<file path="src/sv/frs_pkg.sv">
// ----------------------------------------------------------------------------
// frs_pkg: shared definitions for the queue and reserve stack block
// Field widths, action and status codes, default sizes and the command and
// status structs that join the controller and the datapath.
// ----------------------------------------------------------------------------
package frs_pkg;

    // Port field widths.
    localparam int ACTION_W = 2;
    localparam int TAG_W    = 16;
    localparam int STATUS_W = 3;
    localparam int COUNT_W  = 7;

    // Default sizes.
    localparam int QUEUE_DEPTH_DEF = 64;
    localparam int STACK_DEPTH_DEF = 64;
    localparam int TAG_BITS_DEF    = 16;

    // Action codes.
    localparam logic [ACTION_W-1:0] ACT_ADD     = 2'd0;
    localparam logic [ACTION_W-1:0] ACT_PLAY    = 2'd1;
    localparam logic [ACTION_W-1:0] ACT_RESERVE = 2'd2;
    localparam logic [ACTION_W-1:0] ACT_RECOVER = 2'd3;

    // Status codes.
    localparam logic [STATUS_W-1:0] ST_OK     = 3'd0;
    localparam logic [STATUS_W-1:0] ST_QFULL  = 3'd1;
    localparam logic [STATUS_W-1:0] ST_QEMPTY = 3'd2;
    localparam logic [STATUS_W-1:0] ST_SFULL  = 3'd3;
    localparam logic [STATUS_W-1:0] ST_SEMPTY = 3'd4;

    // Commands from the controller to the datapath.
    typedef struct packed {
        logic                capture;
        logic                commit;
        logic                q_push;
        logic                q_pop;
        logic                s_push;
        logic                s_pop;
        logic                push_from_stack;
        logic [STATUS_W-1:0] status;
    } frs_cmd_t;

    // Occupancy flags from the datapath to the controller.
    typedef struct packed {
        logic q_empty;
        logic q_full;
        logic s_empty;
        logic s_full;
    } frs_stat_t;

endpackage

</file>
<file path="src/sv/frs_ctrl.sv">
// ----------------------------------------------------------------------------
// frs_ctrl: action sequencer
// Takes one input word at a time, checks the occupancy flags and issues the
// queue and stack moves, then hands the result word to the output register.
// ----------------------------------------------------------------------------
module frs_ctrl
    import frs_pkg::*;
(
    input  logic                clk,
    input  logic                rst_n,
    input  logic                in_valid,
    output logic                in_stall,
    input  logic [ACTION_W-1:0] action,
    output logic                out_valid,
    input  logic                out_stall,
    input  frs_stat_t           stat,
    output frs_cmd_t            cmd
);

    localparam logic S_IDLE = 1'b0;
    localparam logic S_EXEC = 1'b1;

    logic                state_reg;
    logic                state_next;
    logic                out_valid_reg;
    logic                out_valid_next;
    logic [ACTION_W-1:0] action_reg;
    logic                capture;
    logic                commit;

    // Input side is open only between actions.
    assign in_stall  = (state_reg != S_IDLE);
    assign capture   = in_valid && (state_reg == S_IDLE);
    assign commit    = (state_reg == S_EXEC) && (!out_valid_reg || !out_stall);
    assign out_valid = out_valid_reg;

    // Decide the outcome of the held action from the occupancy flags.
    always_comb
    begin
        cmd                 = '0;
        cmd.capture         = capture;
        cmd.commit          = commit;
        cmd.status          = ST_OK;
        unique case (action_reg)
            ACT_ADD:
            begin
                if (stat.q_full)
                begin
                    cmd.status = ST_QFULL;
                end
                else
                begin
                    cmd.q_push = 1'b1;
                end
            end
            ACT_PLAY:
            begin
                if (stat.q_empty)
                begin
                    cmd.status = ST_QEMPTY;
                end
                else
                begin
                    cmd.q_pop = 1'b1;
                end
            end
            ACT_RESERVE:
            begin
                priority if (stat.q_empty)
                begin
                    cmd.status = ST_QEMPTY;
                end
                else if (stat.s_full)
                begin
                    cmd.status = ST_SFULL;
                end
                else
                begin
                    cmd.q_pop  = 1'b1;
                    cmd.s_push = 1'b1;
                end
            end
            ACT_RECOVER:
            begin
                priority if (stat.s_empty)
                begin
                    cmd.status = ST_SEMPTY;
                end
                else if (stat.q_full)
                begin
                    cmd.status = ST_QFULL;
                end
                else
                begin
                    cmd.s_pop           = 1'b1;
                    cmd.q_push          = 1'b1;
                    cmd.push_from_stack = 1'b1;
                end
            end
            default:
            begin
                cmd.status = ST_OK;
            end
        endcase
    end

    // Next state and output valid.
    always_comb
    begin
        state_next     = state_reg;
        out_valid_next = out_valid_reg;
        if (out_valid_reg && !out_stall)
        begin
            out_valid_next = 1'b0;
        end
        unique case (state_reg)
            S_IDLE:
            begin
                if (capture)
                begin
                    state_next = S_EXEC;
                end
            end
            S_EXEC:
            begin
                if (commit)
                begin
                    state_next     = S_IDLE;
                    out_valid_next = 1'b1;
                end
            end
            default:
            begin
                state_next = S_IDLE;
            end
        endcase
    end

    always_ff @(posedge clk or negedge rst_n)
    begin
        if (!rst_n)
        begin
            state_reg     <= S_IDLE;
            out_valid_reg <= 1'b0;
        end
        else
        begin
            state_reg     <= state_next;
            out_valid_reg <= out_valid_next;
        end
    end

    // Held action word.
    always_ff @(posedge clk)
    begin
        if (capture)
        begin
            action_reg <= action;
        end
    end

`ifndef SYNTHESIS
    // A result is never written over one that is still waiting.
    a_no_overwrite: assert property (@(posedge clk) disable iff (!rst_n)
        cmd.commit |-> !(out_valid_reg && out_stall))
        else $error("result loaded while output word still stalled");

    // A rejected action moves nothing.
    a_reject_no_move: assert property (@(posedge clk) disable iff (!rst_n)
        (cmd.status != ST_OK) |-> !(cmd.q_push || cmd.q_pop || cmd.s_push || cmd.s_pop))
        else $error("rejected action still moves a tag");

    // Each finished action yields a valid result word on the next cycle.
    a_commit_out: assert property (@(posedge clk) disable iff (!rst_n)
        cmd.commit |=> (out_valid_reg && state_reg == S_IDLE))
        else $error("finished action did not present a result");
`endif

endmodule

</file>
<file path="src/sv/frs_dpath.sv">
// ----------------------------------------------------------------------------
// frs_dpath: queue and stack storage
// Holds the queue and stack memories, pointers, occupancy counts and the
// output result register; carries out the moves the controller commands.
// ----------------------------------------------------------------------------
module frs_dpath
    import frs_pkg::*;
#(
    parameter int QUEUE_DEPTH = QUEUE_DEPTH_DEF,
    parameter int STACK_DEPTH = STACK_DEPTH_DEF,
    parameter int TAG_BITS    = TAG_BITS_DEF
)
(
    input  logic                clk,
    input  logic                rst_n,
    input  logic [TAG_W-1:0]    item_tag,
    input  frs_cmd_t            cmd,
    output frs_stat_t           stat,
    output logic [STATUS_W-1:0] status,
    output logic [TAG_W-1:0]    moved_tag,
    output logic [COUNT_W-1:0]  queue_count,
    output logic [COUNT_W-1:0]  stack_count
);

    localparam int QA_W = $clog2(QUEUE_DEPTH);
    localparam int QF_W = $clog2(QUEUE_DEPTH + 1);
    localparam int SA_W = $clog2(STACK_DEPTH);
    localparam int SF_W = $clog2(STACK_DEPTH + 1);

    logic [TAG_BITS-1:0] qmem [QUEUE_DEPTH];
    logic [TAG_BITS-1:0] smem [STACK_DEPTH];

    logic [QA_W-1:0]     head_ptr_reg;
    logic [QA_W-1:0]     head_ptr_next;
    logic [QA_W-1:0]     tail_ptr_reg;
    logic [QA_W-1:0]     tail_ptr_next;
    logic [QF_W-1:0]     queue_fill_reg;
    logic [QF_W-1:0]     queue_fill_next;
    logic [SF_W-1:0]     stack_fill_reg;
    logic [SF_W-1:0]     stack_fill_next;
    logic [SF_W-1:0]     stack_top;

    logic [TAG_BITS-1:0] tag_reg;
    logic [TAG_BITS-1:0] q_rd_reg;
    logic [TAG_BITS-1:0] s_rd_reg;
    logic [TAG_BITS-1:0] push_data;
    logic [TAG_BITS-1:0] moved_next;
    logic [63:0]         tag_wide;
    logic [63:0]         moved_wide;
    logic [31:0]         qfill_wide;
    logic [31:0]         sfill_wide;

    logic [STATUS_W-1:0] status_reg;
    logic [TAG_BITS-1:0] moved_reg;
    logic [COUNT_W-1:0]  queue_count_reg;
    logic [COUNT_W-1:0]  stack_count_reg;

    logic do_qpush;
    logic do_qpop;
    logic do_spush;
    logic do_spop;

    // Occupancy flags.
    assign stat.q_empty = (queue_fill_reg == '0);
    assign stat.q_full  = (queue_fill_reg == QF_W'(QUEUE_DEPTH));
    assign stat.s_empty = (stack_fill_reg == '0);
    assign stat.s_full  = (stack_fill_reg == SF_W'(STACK_DEPTH));

    assign do_qpush = cmd.commit && cmd.q_push;
    assign do_qpop  = cmd.commit && cmd.q_pop;
    assign do_spush = cmd.commit && cmd.s_push;
    assign do_spop  = cmd.commit && cmd.s_pop;

    assign stack_top = stack_fill_reg - SF_W'(1);
    assign tag_wide  = 64'(item_tag);

    // Tag that enters the queue, and the tag reported in the result.
    always_comb
    begin
        push_data = cmd.push_from_stack ? s_rd_reg : tag_reg;
        priority if (cmd.q_push)
        begin
            moved_next = push_data;
        end
        else if (cmd.q_pop)
        begin
            moved_next = q_rd_reg;
        end
        else
        begin
            moved_next = '0;
        end
    end

    // Pointer and occupancy updates.
    always_comb
    begin
        head_ptr_next   = head_ptr_reg;
        tail_ptr_next   = tail_ptr_reg;
        queue_fill_next = queue_fill_reg;
        stack_fill_next = stack_fill_reg;
        if (do_qpush)
        begin
            tail_ptr_next   = (tail_ptr_reg == QA_W'(QUEUE_DEPTH - 1)) ? '0
                                                                        : tail_ptr_reg + 1'b1;
            queue_fill_next = queue_fill_reg + 1'b1;
        end
        if (do_qpop)
        begin
            head_ptr_next   = (head_ptr_reg == QA_W'(QUEUE_DEPTH - 1)) ? '0
                                                                        : head_ptr_reg + 1'b1;
            queue_fill_next = queue_fill_reg - 1'b1;
        end
        if (do_spush)
        begin
            stack_fill_next = stack_fill_reg + 1'b1;
        end
        if (do_spop)
        begin
            stack_fill_next = stack_top;
        end
    end

    assign qfill_wide = 32'(queue_fill_next);
    assign sfill_wide = 32'(stack_fill_next);

    always_ff @(posedge clk or negedge rst_n)
    begin
        if (!rst_n)
        begin
            head_ptr_reg   <= '0;
            tail_ptr_reg   <= '0;
            queue_fill_reg <= '0;
            stack_fill_reg <= '0;
        end
        else
        begin
            head_ptr_reg   <= head_ptr_next;
            tail_ptr_reg   <= tail_ptr_next;
            queue_fill_reg <= queue_fill_next;
            stack_fill_reg <= stack_fill_next;
        end
    end

    // Queue memory: read the head on capture, write the tail on commit.
    always_ff @(posedge clk)
    begin
        if (cmd.capture)
        begin
            q_rd_reg <= qmem[head_ptr_reg];
        end
        if (do_qpush)
        begin
            qmem[tail_ptr_reg] <= push_data;
        end
    end

    // Stack memory: read the top on capture, write above it on commit.
    always_ff @(posedge clk)
    begin
        if (cmd.capture)
        begin
            s_rd_reg <= smem[stack_top[SA_W-1:0]];
        end
        if (do_spush)
        begin
            smem[stack_fill_reg[SA_W-1:0]] <= q_rd_reg;
        end
    end

    // Held input tag and the result register.
    always_ff @(posedge clk)
    begin
        if (cmd.capture)
        begin
            tag_reg <= tag_wide[TAG_BITS-1:0];
        end
        if (cmd.commit)
        begin
            status_reg      <= cmd.status;
            moved_reg       <= moved_next;
            queue_count_reg <= qfill_wide[COUNT_W-1:0];
            stack_count_reg <= sfill_wide[COUNT_W-1:0];
        end
    end

    assign moved_wide  = 64'(moved_reg);
    assign status      = status_reg;
    assign moved_tag   = moved_wide[TAG_W-1:0];
    assign queue_count = queue_count_reg;
    assign stack_count = stack_count_reg;

`ifndef SYNTHESIS
    // The queue count never passes its depth.
    a_qfill_range: assert property (@(posedge clk) disable iff (!rst_n)
        queue_fill_reg <= QF_W'(QUEUE_DEPTH))
        else $error("queue occupancy out of range");

    // The stack count never passes its depth.
    a_sfill_range: assert property (@(posedge clk) disable iff (!rst_n)
        stack_fill_reg <= SF_W'(STACK_DEPTH))
        else $error("stack occupancy out of range");

    // Pointers only move when an action finishes.
    a_ptr_hold: assert property (@(posedge clk) disable iff (!rst_n)
        !cmd.commit |=> ($stable(head_ptr_reg) && $stable(tail_ptr_reg)
                         && $stable(stack_fill_reg)))
        else $error("pointer moved without a finished action");
`endif

endmodule

</file>
<file path="src/sv/fifo_with_reserve_stack_unit.sv">
// ----------------------------------------------------------------------------
// fifo_with_reserve_stack_unit: circular tag queue with a reserve stack
// Top level joining the action sequencer and the storage datapath.
// ----------------------------------------------------------------------------
// Usage:
//   The input channel (in_valid, in_stall) carries one word per action:
//   action selects add, play, reserve or recover, and item_tag is the tag
//   that add appends. The output channel (out_valid, out_stall) returns one
//   word per action with the status, the tag moved and both occupancy counts
//   after the action. Rejected actions report their status and a zero tag.
//   On the accepting edge an action reads the queue head and the stack top
//   from their synchronous memories; the edge that finishes it writes the
//   memory that takes a tag and loads the result register, and out_valid
//   rises at that same edge. The block takes no new word until the previous
//   action has finished.
//   A new word is accepted while the previous result still waits. If the
//   receiver stalls, the finished action holds in the sequencer until the
//   output register frees, and in_stall stays high in the meantime.
//   Reset empties the queue and stack at once; memory contents are left as
//   they are, and no unwritten entry ever reaches a result.
// ----------------------------------------------------------------------------
module fifo_with_reserve_stack_unit
    import frs_pkg::*;
#(
    parameter int QUEUE_DEPTH = QUEUE_DEPTH_DEF,
    parameter int STACK_DEPTH = STACK_DEPTH_DEF,
    parameter int TAG_BITS    = TAG_BITS_DEF
)
(
    input  logic                clk,
    input  logic                rst_n,
    input  logic                in_valid,
    output logic                in_stall,
    input  logic [ACTION_W-1:0] action,
    input  logic [TAG_W-1:0]    item_tag,
    output logic                out_valid,
    input  logic                out_stall,
    output logic [STATUS_W-1:0] status,
    output logic [TAG_W-1:0]    moved_tag,
    output logic [COUNT_W-1:0]  queue_count,
    output logic [COUNT_W-1:0]  stack_count
);

    frs_cmd_t  cmd;
    frs_stat_t stat;

    // Action sequencer.
    frs_ctrl u_ctrl (
        .clk       (clk),
        .rst_n     (rst_n),
        .in_valid  (in_valid),
        .in_stall  (in_stall),
        .action    (action),
        .out_valid (out_valid),
        .out_stall (out_stall),
        .stat      (stat),
        .cmd       (cmd)
    );

    // Queue, stack and result register.
    frs_dpath #(
        .QUEUE_DEPTH (QUEUE_DEPTH),
        .STACK_DEPTH (STACK_DEPTH),
        .TAG_BITS    (TAG_BITS)
    ) u_dpath (
        .clk         (clk),
        .rst_n       (rst_n),
        .item_tag    (item_tag),
        .cmd         (cmd),
        .stat        (stat),
        .status      (status),
        .moved_tag   (moved_tag),
        .queue_count (queue_count),
        .stack_count (stack_count)
    );

endmodule

</file>
<file path="config.mk">
export PLATFORM = sky130hd
export DESIGN_NAME = fifo_with_reserve_stack_unit
export DESIGN_NICKNAME = d
export VERILOG_FILES = /design/src/sv/frs_pkg.sv /design/src/sv/frs_ctrl.sv /design/src/sv/frs_dpath.sv /design/src/sv/fifo_with_reserve_stack_unit.sv
export SDC_FILE = /design/constraint.sdc
export NUM_CORES = 2
export LEC_CHECK = 0
export CORE_MARGIN = 2
export CORE_UTILIZATION = 35
export CTS_BUF_LIST = sky130_fd_sc_hd__clkbuf_2 sky130_fd_sc_hd__clkbuf_4 sky130_fd_sc_hd__clkbuf_8
export DETAILED_ROUTE_END_ITERATION = 10
export DONT_BUFFER_PORTS = 1
export GPL_TIMING_DRIVEN = 0
export PLACE_DENSITY = 0.47
export SETUP_SLACK_MARGIN = 0.3
export SKIP_CTS_REPAIR_TIMING = 1
export SYNTH_ARGS = -nofsm -noshare
export SYNTH_HDL_FRONTEND = slang
export SYNTH_SLANG_ARGS = --single-unit
</file>
<file path="constraint.sdc">
create_clock -name clk -period 11.3 [get_ports clk]
set_input_delay 0 -clock clk [delete_from_list [all_inputs] [get_ports clk]]
set_output_delay 0 -clock clk [all_outputs]
set_load 0.03 [all_outputs]
</file>
---- Word-level counts from Yosys, hierarchy flattened ----
Memory sizes are Yosys's and may differ from the RTL's. A register that Yosys moved wholly into a read port is not among the register bits.
Index checks and enable logic that the tools add are counted.
word-level totals
  input bits .............................. 22
  memory bits (writable) .................. 2048
  register bits after elaboration ......... 79
  logic and storage cells ................. 77
  memories kept ........................... 2
  output and inout bits ................... 35
memories
  memory        words  width  rd ports  clocked after Yosys merged registers in  write ports  RTL line         source
  u_dpath.qmem  64     16     1         1                                        1            frs_dpath.sv:30  logic [TAG_BITS-1:0] qmem [QUEUE_DEPTH];
  u_dpath.smem  64     16     1         1                                        1            frs_dpath.sv:31  logic [TAG_BITS-1:0] smem [STACK_DEPTH];
operators by class
  $add $sub $neg .......................... 6
  bitwise logic cells ..................... 1
  mux-type cells .......................... 36
  reduce and logical (&&, ||, !) cells .... 13
  equal/unequal tests ..................... 7
operators by type and width
  cell                   count
  $mux W16               3
  $mux W7                4
  $add A7 B1 Y7 const B  2
  $eq A7 B7 Y1 const B   2
  $logic_not A7 Y1       2
  $mux W1                14
  $mux W2                7
  $sub A7 B1 Y7 const B  2
  $add A6 B1 Y6 const B  2
  $eq A6 B6 Y1 const B   2
  $mux W6                2
  $pmux W3 S4            1
  $logic_and A1 B1 Y1    7
  $mux W3                2
  $pmux W1 S2            3
  $eq A2 B2 Y1 const B   2
  $eq A2 B1 Y1 const B   1
  $logic_not A1 Y1       2
  $logic_not A2 Y1       1
  $logic_or A1 B1 Y1     1
  $not A1 Y1             1

---- Depth between registers and ports, before layout ----
  word-level depth ........................ 7
  gate-level depth with buffers ........... 17
  gate-level depth less buffers ........... 7

---- By module ----
Synthesis repeated with hierarchy kept, for this count alone.
second synthesis, totals
  cell total of the unflattened synthesis .. 3751
  area, all modules ....................... 83751.6 um^2
by module, submodules not included
  module     cells each  times used  seq. area each (um^2)  area each (um^2)
  frs_dpath  3719        1           64581.9                83431.3
  frs_ctrl   32          1           110.1                  320.3

---- Worst setup path before layout ----
Ideal clock, no wire load.
  path type ............................... register to register
  start ................................... register u_dpath.stack_fill_reg[0]
  end ..................................... memory u_dpath.qmem[51][0] in the netlist's numbering, enable pin
  period minus slack after synthesis ...... 4648 ps
  setup time .............................. 430 ps
  required time ........................... 10870 ps
  path slack .............................. 6652 ps
  arrival time ............................ 4217 ps
  path buffers ............................ 7
  cell stages (with the launch flop) ...... 14
  cells stage by stage .................... dfrtp_1 -> buf_6 -> buf_6 -> buf_8 -> buf_8 -> inv_4 -> buf_2 -> ha_1 -> buf_6 -> nor3b_2 -> a31oi_1 -> o21ai_1 -> clkbuf_1 -> nor4_1
between the ends
  longest elaborated chain between the ends .. 6
ends and longest elaborated chain
  item                           RTL line          source
  start, declared                frs_dpath.sv:39   logic [SF_W-1:0] stack_fill_reg;
  start signal, assigned         frs_dpath.sv:141  stack_fill_reg <= stack_fill_next;
  $logic_not A7 Y1               frs_dpath.sv:66   assign stat.s_empty = (stack_fill_reg == '0);
  $mux W1                        frs_ctrl.sv:85    priority if (stat.s_empty)
  $pmux W1 S2                    frs_ctrl.sv:44    unique case (action_reg)
  $logic_and A1 B1 Y1            frs_dpath.sv:69   assign do_qpush = cmd.commit && cmd.q_push;
  $mux W1                        frs_dpath.sv:152  if (do_qpush)
  $mux W1 (not written as such)  frs_dpath.sv:154  qmem[tail_ptr_reg] <= push_data;
  end, declared                  frs_dpath.sv:30
Every way passes these cells.

---- Final worst setup path ----
  start ................................... register u_dpath.stack_fill_reg[0]
  end ..................................... memory u_dpath.qmem[21][6] in the netlist's numbering, enable pin
Same word-level chain as after synthesis.

==> qor.csv <==
metric,value,unit
status,"complete, no violations",
setup violators final,0,
mapped cell area,0.08352,mm^2
synthesized net count,3703,
HP Class,in -> async,
GRT Util Overall,0.1999,
maximum vdd drop,0.1390,mV
crit share post-route,0.5492,
detail-routed via count per cell,5.369,
Place WS,5.163,ns
Critical Path RT,12.02,ns
CTS tree,built,
Bufs on Longest Clock Path,4,
Fin Setup TNS,0,ns
PwrDens,255.5,mW/mm^2
routed length per placed instance,31.53,um
fin area,0.09925,mm^2
Worst-path clk slew,0.06,ns
DRC Markers,0,
H-tree depth,5,
Ys Warns,0,
post-synthesis xor/xnor area fraction,0.001663,
cell count after synthesis,3671,
Compound-Gate Fraction of Synth Area,0.01850,
chip width,492.5,um
Leak,0.03119,uW
RSZ-0062 raised after global routing,no,
Synth top cells by count,"edfxtp_1, mux4_2, nor2_1, nand2_1, clkbuf_1",
Buffers on Ports,0,
"Buf+Inv Stages, Crit Path",9,
Max Clock Skew,0.07910,ns
Syn-to-layout area delta,18.83,%
initial antenna violation count,11,
Synth top area share,0.7662,
total CTS buffers,381,
R2R cell count,15,
final net count,4334,
vias in the first global route,42300,
DP HPWL,167300,um
layout cells sized above 1,0.3590,
CP arrival,6.93,ns
cell chain of the critical path,buf_6 -> buf_6 -> buf_8 -> buf_8 -> inv_4 -> buf_2 -> ha_1 -> buf_6 -> nor3b_2 -> a31oi_1 -> o21ai_1 -> or4_1 -> clkbuf_1 -> nor2_2 -> buf_8,
gr ovfl total,0,
Post-synth EDFFs,2131,
drt total wl,244200,um
total power,25360,uW
die area,0.2425,mm^2
Iteration-0 DRC Markers,4443,
CP endpoint kind,register,
"Hold Vio Cnt, Final",0,
maximum number of pins on one net before global-route repair,66,
max-cap viol count,0,
CTS Sinks,2159,
"Cell Area, Placed",0.09168,mm^2
global placer's final weighted congestion,0.9559,
CP Class,reg -> reg,
first-pass GRT wire length,338300,um
"antenna viol nets, final",0,
CP max-delay cell,nor2_2,
root buffer cell,clkbuf_8,
io pins,57,
adder-cell area share of the yosys netlist,0.001498,
slew margin rel.,0.02715,
FF-to-FF Start,u_dpath.stack_fill_reg[0],
crit-path max FO,10,
top-count cell post-synth,edfxtp_1,
post-synth cell types,80,
core area,0.2376,mm^2
First-pass DRT Iterations,6,
Max Clock Freq,161.1,MHz
combinational family with the most area after synthesis,multiplexers,
sequential fraction of the synthesis area,0.7746,
num rows,179,
Critical path origin,u_dpath.stack_fill_reg[0],
max incr delay on CP,0.80,ns
ys async rst share,0.01297,
insertion delay to the later sink of the worst-skew pair,1.09,ns
Post-Synth Simple-Gate Area,0.02205,
worst flop-to-flop path endpoint,u_dpath.qmem[21][6],
Initial Util,0.3515,
"CP delay by family, top",buffers and inverters,
Final Max Slew Viols,0,
r2r setup slk,5.09,ns
fin crit period,6.206,ns
Worst Tran Pin Value,1.449,ns
final worst slack,5.094,ns
Worst Setup Start Kind,register,
Yosys top cell by area,edfxtp_1,
synth top area cells,"edfxtp_1, mux4_2, dfrtp_1, nor2_1, mux2_2",
mux contribution to synthesized area,0.1675,
syn_area_per_cell,22.75,um^2
Via Count,41590,
prevailing post-synth register cell,edfxtp_1,
Yosys reg bits,2159,
height of the chip,492.5,um
==> report_power, final <==
group	leakage, uW	total, uW	switching, uW	internal (uW)
sequential	0.0196	9740	186	9550
clock	0.00373	6840	3140	3700
combinational	0.00791	8780	5350	3430
total	0.0312	25400	8680	16700
==> layout by cell type, fill, tap and decap left out, types with 15 or more instances in the layout <==
| cell | synthesis | routed |
|---|---|---|
| dfrtp_1 | 28 | 28 |
| mux2i_1 | 35 | 35 |
| buf_1 | 30 | 30 |
| buf_16 | 0 | 68 |
| o22ai_1 | 19 | 19 |
| clkbuf_1 | 71 | 71 |
| clkbuf_8 | 0 | 397 |
| clkbuf_4 | 0 | 100 |
| nand3_1 | 52 | 52 |
| buf_6 | 18 | 25 |
| nand2_1 | 118 | 118 |
| nor2_2 | 1 | 121 |
| mux2_2 | 43 | 27 |
| mux2_4 | 0 | 16 |
| inv_1 | 17 | 16 |
| buf_8 | 4 | 108 |
| buf_2 | 53 | 53 |
| a22o_1 | 16 | 16 |
| nand4_1 | 15 | 15 |
| clkinv_1 | 1 | 102 |
| clkinv_2 | 0 | 37 |
| dlygate4sd3_1 | 0 | 42 |
| buf_4 | 27 | 44 |
| a221o_1 | 15 | 15 |
| a21oi_1 | 25 | 25 |
| a22oi_1 | 33 | 33 |
| nor2_1 | 151 | 31 |
| mux4_2 | 584 | 584 |
| edfxtp_1 | 2131 | 2131 |
==> layout make-up <==
cell class / count / area (um^2)
inverters: 19 / 73.82
plain buffers: 204 / 1115
diodes: 8 / 20.02
clock inverters: 155 / 844.6
multi-input cells: 1289 / 18060
repair buffers: 248 / 4260
clock buffers: 497 / 6215
fillers: 20690 / 138400
flip-flops and latches: 2159 / 64690
well taps: 3167 / 3963
==> metal layers <==
metal / vias to the layer above / GRT usage / part of all wire
met5: - / 0 / 0.000053
met4: 2 / 0.06271 / 0.033
met3: 392 / 0.04348 / 0.067
met2: 1552 / 0.3179 / 0.47
met1: 22700 / 0.2754 / 0.43
li1: 16940 / - / -
==> stage by stage <==
| stage | utilization | cells | hold slack, ns |
|---|---|---|---|
| 2_1_floorplan | - | 3671 | -0.2956 |
| 3_3_place_gp | 0.3681 | 6838 | -0.2923 |
| 3_5_place_dp | 0.3858 | 7042 | -0.2922 |
| 4_1_cts | 0.4155 | 7694 | -1.477 |
| 5_1_grt | 0.4176 | 7739 | 0.03489 |
| 6_report | 0.4177 | 7746 | 0.08628 |
==> worst max-delay path by stage <==
stage	to	slack, ns	cells past startpoint
4_1_cts	u_dpath.qmem[21][6]	5.14	15
3_3_place_gp	u_dpath.qmem[19][6]	2.59	13
2_1_floorplan	u_dpath.qmem[51][0]	6.65	13
5_1_grt	u_dpath.qmem[51][0]	5.08	15
3_5_place_dp	u_dpath.qmem[21][6]	5.16	15
6_report	u_dpath.qmem[21][6]	5.09	15
==> worst register-to-register path, delay by kind of cell, from the launching register on <==
family | cells | cell delay [ns]
buf+inv | 9 | 2.25
simple gates | 3 | 1.54
compound gates | 2 | 1.33
flops | 1 | 0.47
fa+ha+maj | 1 | 0.29
==> logic make-up (layout without fill, tap and decap cells) <==
kind of cell,Yosys count,in the layout
mux,662,662
other cells,0,8
flops,2159,2159
buf+inv,223,1123
simple gates,401,401
compound gates,201,201
xor+xnor,15,15
fa+ha+maj,10,10
Note: power is estimated with default switching activity, not from simulation.
